--- config.mk ---
export PLATFORM = sky130hd
export DESIGN_NAME = positional_list_buffer
export DESIGN_NICKNAME = d
export VERILOG_FILES = /design/src/rtl/plb_pkg.sv /design/src/rtl/plb_mem.sv /design/src/rtl/plb_ctrl.sv /design/src/rtl/positional_list_buffer.sv
export VERILOG_INCLUDE_DIRS = /design/src /design/src/rtl
export SDC_FILE = /design/constraint.sdc
export NUM_CORES = 2
export LEC_CHECK = 0
export ABC_AREA = 1
export BUFFER_PORTS_ARGS = -buffer_cell sky130_fd_sc_hd__buf_2
export CAP_MARGIN = 15
export CORE_UTILIZATION = 35
export CTS_CLUSTER_SIZE = 30
export DETAILED_ROUTE_END_ITERATION = 6
export GPL_ROUTABILITY_DRIVEN = 0
export RECOVER_POWER = 100
export SYNTH_ARGS = -nofsm -noshare
export SYNTH_HDL_FRONTEND = slang
export SYNTH_SLANG_ARGS = --single-unit
--- constraint.sdc ---
create_clock -name clk -period 5.25 [get_ports clk]
set_clock_uncertainty 0.2 [all_clocks]
set_input_delay 0 -clock clk [delete_from_list [all_inputs] [get_ports clk]]
set_output_delay 0 -clock clk [all_outputs]
set_load 0.05 [all_outputs]
--- src/rtl/positional_list_buffer_macros.svh ---
`ifndef POSITIONAL_LIST_BUFFER_MACROS_SVH
`define POSITIONAL_LIST_BUFFER_MACROS_SVH

// Same-cycle check: cons must hold whenever ante holds.
`define PLB_ASSERT_NOW(lbl, ante, cons, msg) \
  lbl: assert property (@(posedge clk) disable iff (!rst_n) (ante) |-> (cons)) \
    else $error(msg);

// Next-cycle check: cons must hold in the cycle after ante.
`define PLB_ASSERT_NEXT(lbl, ante, cons, msg) \
  lbl: assert property (@(posedge clk) disable iff (!rst_n) (ante) |=> (cons)) \
    else $error(msg);

`endif

--- src/rtl/plb_pkg.sv ---
package plb_pkg;

  localparam int ACTION_W = 3;
  localparam int POS_W    = 6;
  localparam int ENTRY_W  = 32;
  localparam int COUNT_W  = 7;

  typedef enum logic [ACTION_W-1:0] {
    ACT_INSERT   = 3'd0,
    ACT_DELETE   = 3'd1,
    ACT_RETRIEVE = 3'd2,
    ACT_REPLACE  = 3'd3,
    ACT_TRAVERSE = 3'd4,
    ACT_CLEAR    = 3'd5
  } action_t;

  typedef enum logic [1:0] {
    ST_OK     = 2'd0,
    ST_BADPOS = 2'd1,
    ST_FULL   = 2'd2,
    ST_EMPTY  = 2'd3
  } status_t;

  typedef enum logic [2:0] {
    S_IDLE,
    S_INS_SHIFT,
    S_INS_PUT,
    S_DEL_GET,
    S_DEL_SHIFT,
    S_RET_GET,
    S_TRAV,
    S_RESULT
  } state_t;

  typedef struct packed {
    logic [ENTRY_W-1:0] entry;
    status_t            status;
    logic [COUNT_W-1:0] count;
    logic               is_empty;
    logic               is_full;
    logic               last;
  } result_t;

endpackage

--- src/rtl/plb_mem.sv ---
module plb_mem #(
  parameter int DEPTH = 64,
  parameter int WIDTH = 32,
  localparam int AW = (DEPTH > 1) ? $clog2(DEPTH) : 1
) (
  input  logic             clk,
  input  logic             wr_en,
  input  logic [AW-1:0]    wr_addr,
  input  logic [WIDTH-1:0] wr_data,
  input  logic             rd_en,
  input  logic [AW-1:0]    rd_addr,
  output logic [WIDTH-1:0] rd_data
);

  logic [WIDTH-1:0] mem [DEPTH];

  always_ff @(posedge clk) begin
    if (wr_en) begin
      mem[wr_addr] <= wr_data;
    end
  end

  // Hold read data until the next read.
  always_ff @(posedge clk) begin
    if (rd_en) begin
      rd_data <= mem[rd_addr];
    end
  end

endmodule

--- src/rtl/plb_ctrl.sv ---
`include "positional_list_buffer_macros.svh"

module plb_ctrl import plb_pkg::*; #(
  parameter int CAPACITY   = 64,
  parameter int ENTRY_BITS = 32,
  localparam int AW = (CAPACITY > 1) ? $clog2(CAPACITY) : 1
) (
  input  logic                  clk,
  input  logic                  rst_n,
  input  logic                  in_valid,
  output logic                  in_ready,
  input  logic [ACTION_W-1:0]   in_action,
  input  logic [POS_W-1:0]      in_position,
  input  logic [ENTRY_W-1:0]    in_entry_in,
  output logic                  res_valid,
  input  logic                  res_ready,
  output result_t               res,
  output logic                  wr_en,
  output logic [AW-1:0]         wr_addr,
  output logic [ENTRY_BITS-1:0] wr_data,
  output logic                  rd_en,
  output logic [AW-1:0]         rd_addr,
  input  logic [ENTRY_BITS-1:0] rd_data
);

  localparam int CW   = $clog2(CAPACITY + 1);
  localparam int CMPW = (CW > POS_W) ? CW : POS_W;

  state_t                state_r, state_nxt;
  logic [CW-1:0]         cnt_r, cnt_nxt;
  logic [AW-1:0]         pos_r, pos_nxt;
  logic [AW-1:0]         idx_r, idx_nxt;
  logic [AW-1:0]         lim_r, lim_nxt;
  logic [ENTRY_BITS-1:0] val_r, val_nxt;
  logic [ENTRY_BITS-1:0] got_r, got_nxt;
  result_t               res_r, res_nxt;

  logic [CMPW-1:0]       pos_ext, cnt_ext;
  logic [CW-1:0]         cnt_m1, cnt_p1;
  logic                  full, empty;
  logic [63:0]           val_wide, rd_wide, got_wide;
  logic [ENTRY_BITS-1:0] val_in;
  logic [ENTRY_W-1:0]    rd_entry, got_entry;

  function automatic result_t mk(input logic [ENTRY_W-1:0] e, input status_t s,
                                 input logic [CW-1:0] c, input logic l);
    result_t r;
    r.entry    = e;
    r.status   = s;
    r.count    = COUNT_W'(c);
    r.is_empty = (c == '0);
    r.is_full  = (c == CW'(CAPACITY));
    r.last     = l;
    return r;
  endfunction

  assign pos_ext   = CMPW'(in_position);
  assign cnt_ext   = CMPW'(cnt_r);
  assign cnt_m1    = cnt_r - CW'(1);
  assign cnt_p1    = cnt_r + CW'(1);
  assign full      = (cnt_r == CW'(CAPACITY));
  assign empty     = (cnt_r == '0);
  assign val_wide  = 64'(in_entry_in);
  assign val_in    = val_wide[ENTRY_BITS-1:0];
  assign rd_wide   = 64'(rd_data);
  assign rd_entry  = rd_wide[ENTRY_W-1:0];
  assign got_wide  = 64'(got_r);
  assign got_entry = got_wide[ENTRY_W-1:0];

  always_ff @(posedge clk) begin
    if (!rst_n) begin
      state_r <= S_IDLE;
      cnt_r   <= '0;
    end else begin
      state_r <= state_nxt;
      cnt_r   <= cnt_nxt;
    end
  end

  always_ff @(posedge clk) begin
    pos_r <= pos_nxt;
    idx_r <= idx_nxt;
    lim_r <= lim_nxt;
    val_r <= val_nxt;
    got_r <= got_nxt;
    res_r <= res_nxt;
  end

  always_comb begin
    state_nxt = state_r;
    cnt_nxt   = cnt_r;
    pos_nxt   = pos_r;
    idx_nxt   = idx_r;
    lim_nxt   = lim_r;
    val_nxt   = val_r;
    got_nxt   = got_r;
    res_nxt   = res_r;
    in_ready  = 1'b0;
    res_valid = 1'b0;
    res       = res_r;
    wr_en     = 1'b0;
    wr_addr   = idx_r;
    wr_data   = rd_data;
    rd_en     = 1'b0;
    rd_addr   = idx_r;

    case (state_r)
      S_IDLE: begin
        in_ready = 1'b1;
        if (in_valid) begin
          pos_nxt   = pos_ext[AW-1:0];
          val_nxt   = val_in;
          lim_nxt   = cnt_m1[AW-1:0];
          state_nxt = S_RESULT;
          res_nxt   = mk('0, ST_OK, cnt_r, 1'b1);
          case (action_t'(in_action))
            ACT_INSERT: begin
              if (full) begin
                res_nxt = mk('0, ST_FULL, cnt_r, 1'b1);
              end else if (pos_ext > cnt_ext) begin
                res_nxt = mk('0, ST_BADPOS, cnt_r, 1'b1);
              end else if (pos_ext == cnt_ext) begin
                // append: no entries move
                wr_en   = 1'b1;
                wr_addr = cnt_r[AW-1:0];
                wr_data = val_in;
                cnt_nxt = cnt_p1;
                res_nxt = mk('0, ST_OK, cnt_p1, 1'b1);
              end else begin
                rd_en     = 1'b1;
                rd_addr   = cnt_m1[AW-1:0];
                idx_nxt   = cnt_m1[AW-1:0];
                state_nxt = S_INS_SHIFT;
              end
            end
            ACT_DELETE, ACT_RETRIEVE: begin
              if (empty) begin
                res_nxt = mk('0, ST_EMPTY, cnt_r, 1'b1);
              end else if (pos_ext >= cnt_ext) begin
                res_nxt = mk('0, ST_BADPOS, cnt_r, 1'b1);
              end else begin
                rd_en     = 1'b1;
                rd_addr   = pos_ext[AW-1:0];
                idx_nxt   = pos_ext[AW-1:0];
                state_nxt = (action_t'(in_action) == ACT_DELETE) ? S_DEL_GET : S_RET_GET;
              end
            end
            ACT_REPLACE: begin
              if (pos_ext >= cnt_ext) begin
                res_nxt = mk('0, ST_BADPOS, cnt_r, 1'b1);
              end else begin
                wr_en   = 1'b1;
                wr_addr = pos_ext[AW-1:0];
                wr_data = val_in;
              end
            end
            ACT_TRAVERSE: begin
              if (empty) begin
                res_nxt = mk('0, ST_EMPTY, cnt_r, 1'b1);
              end else begin
                rd_en     = 1'b1;
                rd_addr   = '0;
                idx_nxt   = '0;
                state_nxt = S_TRAV;
              end
            end
            ACT_CLEAR: begin
              cnt_nxt = '0;
              res_nxt = mk('0, ST_OK, '0, 1'b1);
            end
            default: ;
          endcase
        end
      end

      S_INS_SHIFT: begin
        // move the entry just read up one slot, walk down toward the gap
        wr_en   = 1'b1;
        wr_addr = idx_r + AW'(1);
        wr_data = rd_data;
        if (idx_r == pos_r) begin
          state_nxt = S_INS_PUT;
        end else begin
          rd_en   = 1'b1;
          rd_addr = idx_r - AW'(1);
          idx_nxt = idx_r - AW'(1);
        end
      end

      S_INS_PUT: begin
        wr_en     = 1'b1;
        wr_addr   = pos_r;
        wr_data   = val_r;
        cnt_nxt   = cnt_p1;
        res_nxt   = mk('0, ST_OK, cnt_p1, 1'b1);
        state_nxt = S_RESULT;
      end

      S_DEL_GET: begin
        got_nxt = rd_data;
        if (idx_r == lim_r) begin
          cnt_nxt   = cnt_m1;
          res_nxt   = mk(rd_entry, ST_OK, cnt_m1, 1'b1);
          state_nxt = S_RESULT;
        end else begin
          rd_en     = 1'b1;
          rd_addr   = idx_r + AW'(1);
          idx_nxt   = idx_r + AW'(1);
          state_nxt = S_DEL_SHIFT;
        end
      end

      S_DEL_SHIFT: begin
        // move the entry just read down one slot to close the gap
        wr_en   = 1'b1;
        wr_addr = idx_r - AW'(1);
        wr_data = rd_data;
        if (idx_r == lim_r) begin
          cnt_nxt   = cnt_m1;
          res_nxt   = mk(got_entry, ST_OK, cnt_m1, 1'b1);
          state_nxt = S_RESULT;
        end else begin
          rd_en   = 1'b1;
          rd_addr = idx_r + AW'(1);
          idx_nxt = idx_r + AW'(1);
        end
      end

      S_RET_GET: begin
        res_nxt   = mk(rd_entry, ST_OK, cnt_r, 1'b1);
        state_nxt = S_RESULT;
      end

      S_TRAV: begin
        // read data holds while the result stalls
        res_valid = 1'b1;
        res       = mk(rd_entry, ST_OK, cnt_r, idx_r == lim_r);
        if (res_ready) begin
          if (idx_r == lim_r) begin
            state_nxt = S_IDLE;
          end else begin
            rd_en   = 1'b1;
            rd_addr = idx_r + AW'(1);
            idx_nxt = idx_r + AW'(1);
          end
        end
      end

      S_RESULT: begin
        res_valid = 1'b1;
        if (res_ready) begin
          state_nxt = S_IDLE;
        end
      end

      default: state_nxt = S_IDLE;
    endcase
  end

  `PLB_ASSERT_NOW(a_no_rw_clash, (wr_en && rd_en), (wr_addr != rd_addr), "read and write hit one slot")
  `PLB_ASSERT_NOW(a_idle_no_result, in_ready, !res_valid, "result offered while taking a request")
  `PLB_ASSERT_NEXT(a_result_holds, (res_valid && !res_ready), (res_valid && $stable(res)), "stalled result changed")
  `PLB_ASSERT_NOW(a_ins_bounds, (state_r == S_INS_SHIFT), (idx_r >= pos_r && cnt_r != CW'(CAPACITY)), "insert shift out of range")

endmodule

--- src/rtl/positional_list_buffer.sv ---
// Channel   | Handshake             | Payload
// ----------+-----------------------+---------------------------------------------
// request   | in_valid / in_ready   | in_action, in_position, in_entry_in
// result    | out_valid / out_ready | out_entry_out, out_status, out_count,
//           |                       | out_is_empty, out_is_full, out_last
//
// Insert moves each entry from the end of the list down to the position up one slot, then
// writes the new entry; an append writes at once. Delete moves each later entry down one
// slot. Retrieve reads one slot. Output stalls delay every result. Traverse delivers one
// result per cycle while out_ready stays high. The memory has one read and one write port.
// rst_n (synchronous) empties the list; slot contents are not cleared. A request enters
// only when the sequencer is idle; a finished result waits in the output register.
module positional_list_buffer import plb_pkg::*; #(
  parameter int CAPACITY   = 64,
  parameter int ENTRY_BITS = 32
) (
  input  logic                clk,
  input  logic                rst_n,
  input  logic                in_valid,
  output logic                in_ready,
  input  logic [ACTION_W-1:0] in_action,
  input  logic [POS_W-1:0]    in_position,
  input  logic [ENTRY_W-1:0]  in_entry_in,
  output logic                out_valid,
  input  logic                out_ready,
  output logic [ENTRY_W-1:0]  out_entry_out,
  output logic [1:0]          out_status,
  output logic [COUNT_W-1:0]  out_count,
  output logic                out_is_empty,
  output logic                out_is_full,
  output logic                out_last
);

  localparam int AW = (CAPACITY > 1) ? $clog2(CAPACITY) : 1;

  logic                  res_valid, res_ready;
  result_t               res;
  logic                  wr_en, rd_en;
  logic [AW-1:0]         wr_addr, rd_addr;
  logic [ENTRY_BITS-1:0] wr_data, rd_data;

  logic                  out_valid_r, out_valid_nxt;
  result_t               out_res_r, out_res_nxt;

  // List storage: slot i holds list position i.
  plb_mem #(
    .DEPTH (CAPACITY),
    .WIDTH (ENTRY_BITS)
  ) u_mem (
    .clk     (clk),
    .wr_en   (wr_en),
    .wr_addr (wr_addr),
    .wr_data (wr_data),
    .rd_en   (rd_en),
    .rd_addr (rd_addr),
    .rd_data (rd_data)
  );

  // Sequencer: decode the request, walk the shift, build results.
  plb_ctrl #(
    .CAPACITY   (CAPACITY),
    .ENTRY_BITS (ENTRY_BITS)
  ) u_ctrl (
    .clk         (clk),
    .rst_n       (rst_n),
    .in_valid    (in_valid),
    .in_ready    (in_ready),
    .in_action   (in_action),
    .in_position (in_position),
    .in_entry_in (in_entry_in),
    .res_valid   (res_valid),
    .res_ready   (res_ready),
    .res         (res),
    .wr_en       (wr_en),
    .wr_addr     (wr_addr),
    .wr_data     (wr_data),
    .rd_en       (rd_en),
    .rd_addr     (rd_addr),
    .rd_data     (rd_data)
  );

  // Output register: load when empty or draining this cycle.
  assign res_ready = !out_valid_r || out_ready;

  always_comb begin
    out_valid_nxt = out_valid_r;
    out_res_nxt   = out_res_r;
    if (res_valid && res_ready) begin
      out_valid_nxt = 1'b1;
      out_res_nxt   = res;
    end else if (out_ready) begin
      // drop the result once taken
      out_valid_nxt = 1'b0;
    end
  end

  always_ff @(posedge clk) begin
    if (!rst_n) begin
      out_valid_r <= 1'b0;
    end else begin
      out_valid_r <= out_valid_nxt;
    end
  end

  always_ff @(posedge clk) begin
    out_res_r <= out_res_nxt;
  end

  assign out_valid     = out_valid_r;
  assign out_entry_out = out_res_r.entry;
  assign out_status    = out_res_r.status;
  assign out_count     = out_res_r.count;
  assign out_is_empty  = out_res_r.is_empty;
  assign out_is_full   = out_res_r.is_full;
  assign out_last      = out_res_r.last;

endmodule
# After elaboration in Yosys (flattened, before gate mapping)
# Memories as Yosys holds them, arrays and structs flattened. A register that Yosys moved wholly into a read port is not among the register bits.
# Cells that the tools add are included.
[totals]
out_inout_bits = 46
regBits = 181
in_bits = 45
mem_bits_rw = 2048
n_memories = 1
[classes]
order_cmp = 2
muxes = 85
addsub = 4
n_eq_ne = 30
n_reduce_logical = 20
[memory_table]
columns = ["memory", "depth", "width", "read_ports", "rd_clocked_by_memory_dff", "write_ports", "line_no", "rtl"]
rows = [
  ["u_mem.mem", 64, 32, 1, 1, 1, "plb_mem.sv:15", "logic [WIDTH-1:0] mem [DEPTH];"],
]
[ops]
columns = ["cell", "count"]
rows = [
  ["44-bit case mux with 5 select lines", 2],
  ["44-bit 2-to-1 mux", 7],
  ["32-bit 2-to-1 mux", 5],
  ["32-bit case mux with 2 select lines", 2],
  ["6-bit 2-to-1 mux", 14],
  ["6-bit case mux with 4 select lines", 2],
  ["3-bit 2-to-1 mux", 12],
  ["7-bit 2-to-1 mux", 5],
  ["11-bit 2-to-1 mux", 2],
  ["7-bit == test, second input constant", 3],
  ["7-bit zero test", 3],
  ["1-bit 2-to-1 mux", 21],
  ["3-bit case mux with 7 select lines", 1],
  ["7-bit case mux with 3 select lines", 1],
  ["3-bit == test, second input constant", 6],
  ["6-bit case mux with 3 select lines", 1],
  ["7-bit case mux with 2 select lines", 1],
  ["3-bit by 2-bit == test with 1-bit output, second input constant", 4],
  ["6-bit == test", 2],
  ["12-bit 2-to-1 mux", 1],
  ["6-bit case mux with 2 select lines", 1],
  ["10-bit 2-to-1 mux", 1],
  ["2-bit by 1-bit inequality test with 1-bit output, second input constant", 5],
  ["3-bit inequality test, second input constant", 3],
  ["other kinds (28)", 36],
]

# Depth between registers and ports, before layout
[depth]
ltp_word = 9
depth_mapped = 24

# Modules after synthesis
# Synthesis repeated with hierarchy kept, for this count alone.
[unflattened]
cells_unflattened = 7939
area_unflattened_um2 = 93166.9
[by_module_without_submodules]
columns = ["mod", "area_per_inst_um2", "cells_each", "n_inst", "seq_area_each_um2"]
rows = [
  ["plb_mem", 83106.0, 6785, 1, 62459.9],
  ["plb_ctrl", 8688.3, 1103, 1, 3893.7],
  ["positional_list_buffer", 1372.6, 51, 1, 1341.3],
]

# Worst setup path before layout
# Ideal clock, no wire load.
[synth_timing]
path_kind = "register to register"
startpoint = "reg u_ctrl.cnt_r[4], in the netlist u_ctrl.cnt_ext[4]"
endpoint = "mem u_mem.mem[32][0], enable pin"
slack_ps = -198
t_required_ps = 4589
path_stages_with_launch = 18
t_arrival_ps = 4787
period_less_slack_ps = 5448
setup_ps = 461
path_cell_list = "dfxtp_1 > clkinv_1 > ha_1 > nand2_1 > nor2_1 > nand2_1 > nor2_2 > inv_2 > clkbuf_1 > o22ai_1 > nand2_1 > o21ai_1 > nand2_1 > a22oi_1 > inv_1 > nor2_1 > nand3_1 > nor3_1"
[synth_via]
elab_chain_len = 9
elab_cells_between_ends = 20
cone_classes = "order compare (2); eq/ne (2); mux (16)"
[synth_lines]
columns = ["element", "line_no", "rtl"]
rows = [
  ["from (decl)", "plb_ctrl.sv:30", "logic [CW-1:0] cnt_r, cnt_nxt;"],
  ["from (signal assigned)", "plb_ctrl.sv:76", "cnt_r <= cnt_nxt;"],
  ["branches (longest 9 deep; another with 6-bit by 7-bit greater-than comparator with 1-bit output)", "n/a", ""],
  ["to (decl)", "plb_mem.sv:15", ""],
]
# Several ways; the timed one is not identified.

# Worst setup path after layout
[layout_timing]
startpoint = "reg u_ctrl.state_r[2]"
endpoint = "mem u_mem.mem[30][17], enable pin"
[layout_via]
elab_chain_len = 5
elab_cells_between_ends = 9
cone_classes = "eq/ne (3); mux (4); reduce/logical (2)"
[layout_lines]
columns = ["element", "line_no", "rtl"]
rows = [
  ["from (decl)", "plb_ctrl.sv:29", "state_t state_r, state_nxt;"],
  ["from (signal assigned)", "plb_ctrl.sv:75", "state_r <= state_nxt;"],
  ["3-bit by 2-bit == test with 1-bit output (tied with other cells)", "plb_ctrl.sv:107", "case (state_r)"],
  ["3-bit OR reduction (no line)", "n/a", ""],
  ["1-bit case mux with 2 select lines", "plb_ctrl.sv:107", ""],
  ["1-bit 2-to-1 mux", "plb_mem.sv:18", "if (wr_en) begin"],
  ["1-bit 2-to-1 mux (implied by the code)", "plb_mem.sv:19", "mem[wr_addr] <= wr_data;"],
]
# Several ways; a longest one is shown, not always the timed one.

==> out/qor.csv <==
stage,metric,value,unit
run_status,status,finished with violations,
run_status,violations,"DRC, capacitance limit, slew limit",
min_path,min_to,u_ctrl.res_r[2],
clock_tree,cts_made_buffers,229,
clock_tree,clock-sinks,2260,
clock_tree,cts-root-buf,clkbuf_16,
synth,avgSynthCellArea,11.1,sq um
clock_tree,htree_levels,4,
floorplanning,rows,196,
worst_setup_path,crit_path_end_kind,flop,
sta,hold_ws,0.122,ns
worst_setup_path,crit_family,buffers and inverters,
worst_setup_path,start_kind,flop,
worst_setup_path,crit_required,5.59,ns
routing,drt_iter0_markers,8546,
synth,yosysMostFrequentCell,edfxtp_1,
layout,areaGrowthSynthToFinish,14.5,%
worst_setup_path,rr_worst_depth,13,
sta,setup_tns,0,ns
min_path,hold_depth,5,
synth,syn_inst,9034,
floorplanning,io_pins,91,
synth,async_flop_share,0,%
clock_tree,cts_tree,yes,
synth,synth_edf_count,2243,
routing,drt_wl_total,305000,um
layout,final_core_util,40.3,%
routing,remaining_drc_errors,3,
worst_setup_path,path_class,flop to flop,
layout,layout-drive-gt1-share,8.12,%
synth,ys_seq_elements,2260,
sta,fin_crit_sh,96.1,%
floorplanning,initial_core_util,35.2,%
routing,wl_met3,29100,um
floorplanning,core,0.285,sq mm
worst_setup_path,cp_cell_sequence,clkinvlp_2 -> nor2_1 -> buf_4 -> clkinv_1 -> o21ai_0 -> a221oi_1 -> a22oi_1 -> inv_1 -> nor2_1 -> nand3_1 -> buf_4 -> nor2_4 -> clkbuf_4,
floorplanning,fp.dieH,538,um
worst_setup_path,reg2reg_to,u_mem.mem[30][17],
worst_setup_path,arrival,5.38,ns
synth,synthTopCellsByArea,"edfxtp_1 (67%), nand3_1 (11%), nand3b_1 (5.7%), nand2_1 (5.3%), inv_1 (4.7%)",
sta,finalHoldViolations,0,
worst_setup_path,cpPeakStageDelay,0.63,ns
layout,nNetsFinal,9218,
routing,routed-wl-met2,136000,um
clock_tree,clkLatencyLatePin,0.92,ns
sta,min_period,5.04,ns
grt,gr-total-overflow,0,
routing,routedWlPerCell,23.2,um
place,hpwl,173000,um
worst_setup_path,r2r_start,u_ctrl.state_r[2],
floorplanning,dieArea,0.289,sq mm
synth,synth_top_cell_by_area,edfxtp_1,
min_path,min_from,in_action[1],
synth,synth_fp_nets,9092,
worst_setup_path,r2r_setup_slack,0.21,ns
sta,timing.fmax,198,MHz
worst_setup_path,cp_max_fo,34,
routing,postRouteAntennaNets,0,
grt,grt_use_total,20.7,%
min_path,hold_path.class,input pin to flop,
sta,maxSlewViolCount,266,
clock_tree,clk_pin_slew_worst_paths,0.06,ns
grt,grt_antenna_before_repair,12,
run,drv_cap,7,
sta,max_slew.worst_pin.slew,2.51,ns
synth,yosys-top-cells-count,"edfxtp_1 (2,243), nand3_1 (2,206), nand2_1 (1,426)",
place,port_buffers,90,
synth,synth_warnings,0,
worst_setup_path,crit_buf_inv,6,
routing,dr.pass1.iters,7,
synth,yosys_most_used_dff,edfxtp_1,
routing,top_layer,met5,
floorplanning,die_w,538,um
grt,grt_start_max_net_pins,166,
routing,routed_via_density,5.35,
synth,syn_area,0.100,sq mm
synth,synth_top_area_share,67.1,%
grt,grt_pass1_vias,66900,
sta,maxSlewHeadroom,-67.2,%
synth,ys_seq_area_share,67.4,%
clock_tree,clk_path_buf_depth,3,
sta,rsz0062_at_grt,false,
grt,grt_pass1_wl,447000,um
routing,drt-met1-wl,125000,um
routing,vias,70100,
sta,setup_viol,0,
worst_setup_path,slowest_stage,dfxtp_1,
synth,yosys.cell_types.count,53,
[through the flow]
stage	cells	cell area (sq um)	setup slack (ns)
floorplan	9034	100000	-0.198
global placement	12600	108000	0.122
detailed placement	12600	108000	-0.0637
CTS	13100	116000	0.125
global route	13100	115000	0.00698
finish	13100	115000	0.205
[worst min-delay path: stages]
cell	delay, ns
dlygate4sd3_1	0.54
buf_2	0.17
nand2_1	0.09
o22ai_1	0.08
a21oi_1	0.19
[worst max-delay path by stage]
stage / end / start / cells after the start
final: u_mem.mem[30][17] / u_ctrl.state_r[2] / 13
after detailed placement: u_mem.rd_data[1] / u_ctrl.cnt_ext[4] / 22
after global routing: u_mem.mem[18][9] / u_ctrl.cnt_ext[5] / 18
after global placement: u_mem.rd_data[1] / u_ctrl.cnt_ext[4] / 22
after floorplan: u_mem.mem[32][0] / u_ctrl.cnt_ext[4] / 17
after CTS: u_mem.rd_data[5] / u_ctrl.cnt_ext[4] / 22
[routing by layer]
layer	vias up	global-route usage (%)
met4	8	8.73
met5	-	0
met3	527	3.71
li1	31500	-
met1	34500	28.3
met2	3639	32.3
[registers in the layout (all words and copies together), names as in the netlist, 7 cells and up]
name and count:
out_entry_out 32, u_ctrl.got_entry 32, u_mem.mem 2048, u_ctrl.res_r 43, u_mem.rd_data 32, u_ctrl.val_r 32, u_ctrl.cnt_ext 7, out_count 7
[kinds of logic after synthesis]
logic type | synth area share, %
compound gates | 1.70
xor+xnor | 0.209
fa+ha+maj | 0.162
buf+inv | 7.68
flops | 67.4
simple gates | 22.8
[final cells by class]
class / count / area (sq um)
antenna: 2 / 5.00
clock buffer: 282 / 5930
clock inverter: 147 / 1360
fill: 26700 / 170000
inverter: 1276 / 4810
multi-input combinational: 4897 / 25800
sequential: 2260 / 67700
tap: 3762 / 4710
timing repair buffer: 496 / 4700
[timing repair]
action / 4_1_cts / 5_1_grt
buffers inserted: 0 / 4
endpoints found under the setup margin: 1 / 15
resized for setup: 1 / 12
hold buffers: 94 / 0
endpoints found under the hold margin: 1359 / 0
[placed cells by master (no fill, tap or decap), types with 22 or more instances in the layout]
cell and count:
a21oi_1 22, a22oi_1 36, buf_12 86, buf_4 155, clkbuf_1 145, clkbuf_16 229
clkbuf_4 41, clkinv_1 68, clkinv_2 38, dlygate4sd3_1 94, edfxtp_1 2243, inv_1 1257
nand2_1 1427, nand3_1 2198, nand3b_1 766, nor2_1 70, nor2_4 54, o21ai_0 142
o21ai_4 25
Power is not shown: default switching activity piles up to over one toggle a cycle in this logic, so the estimate is an artifact.
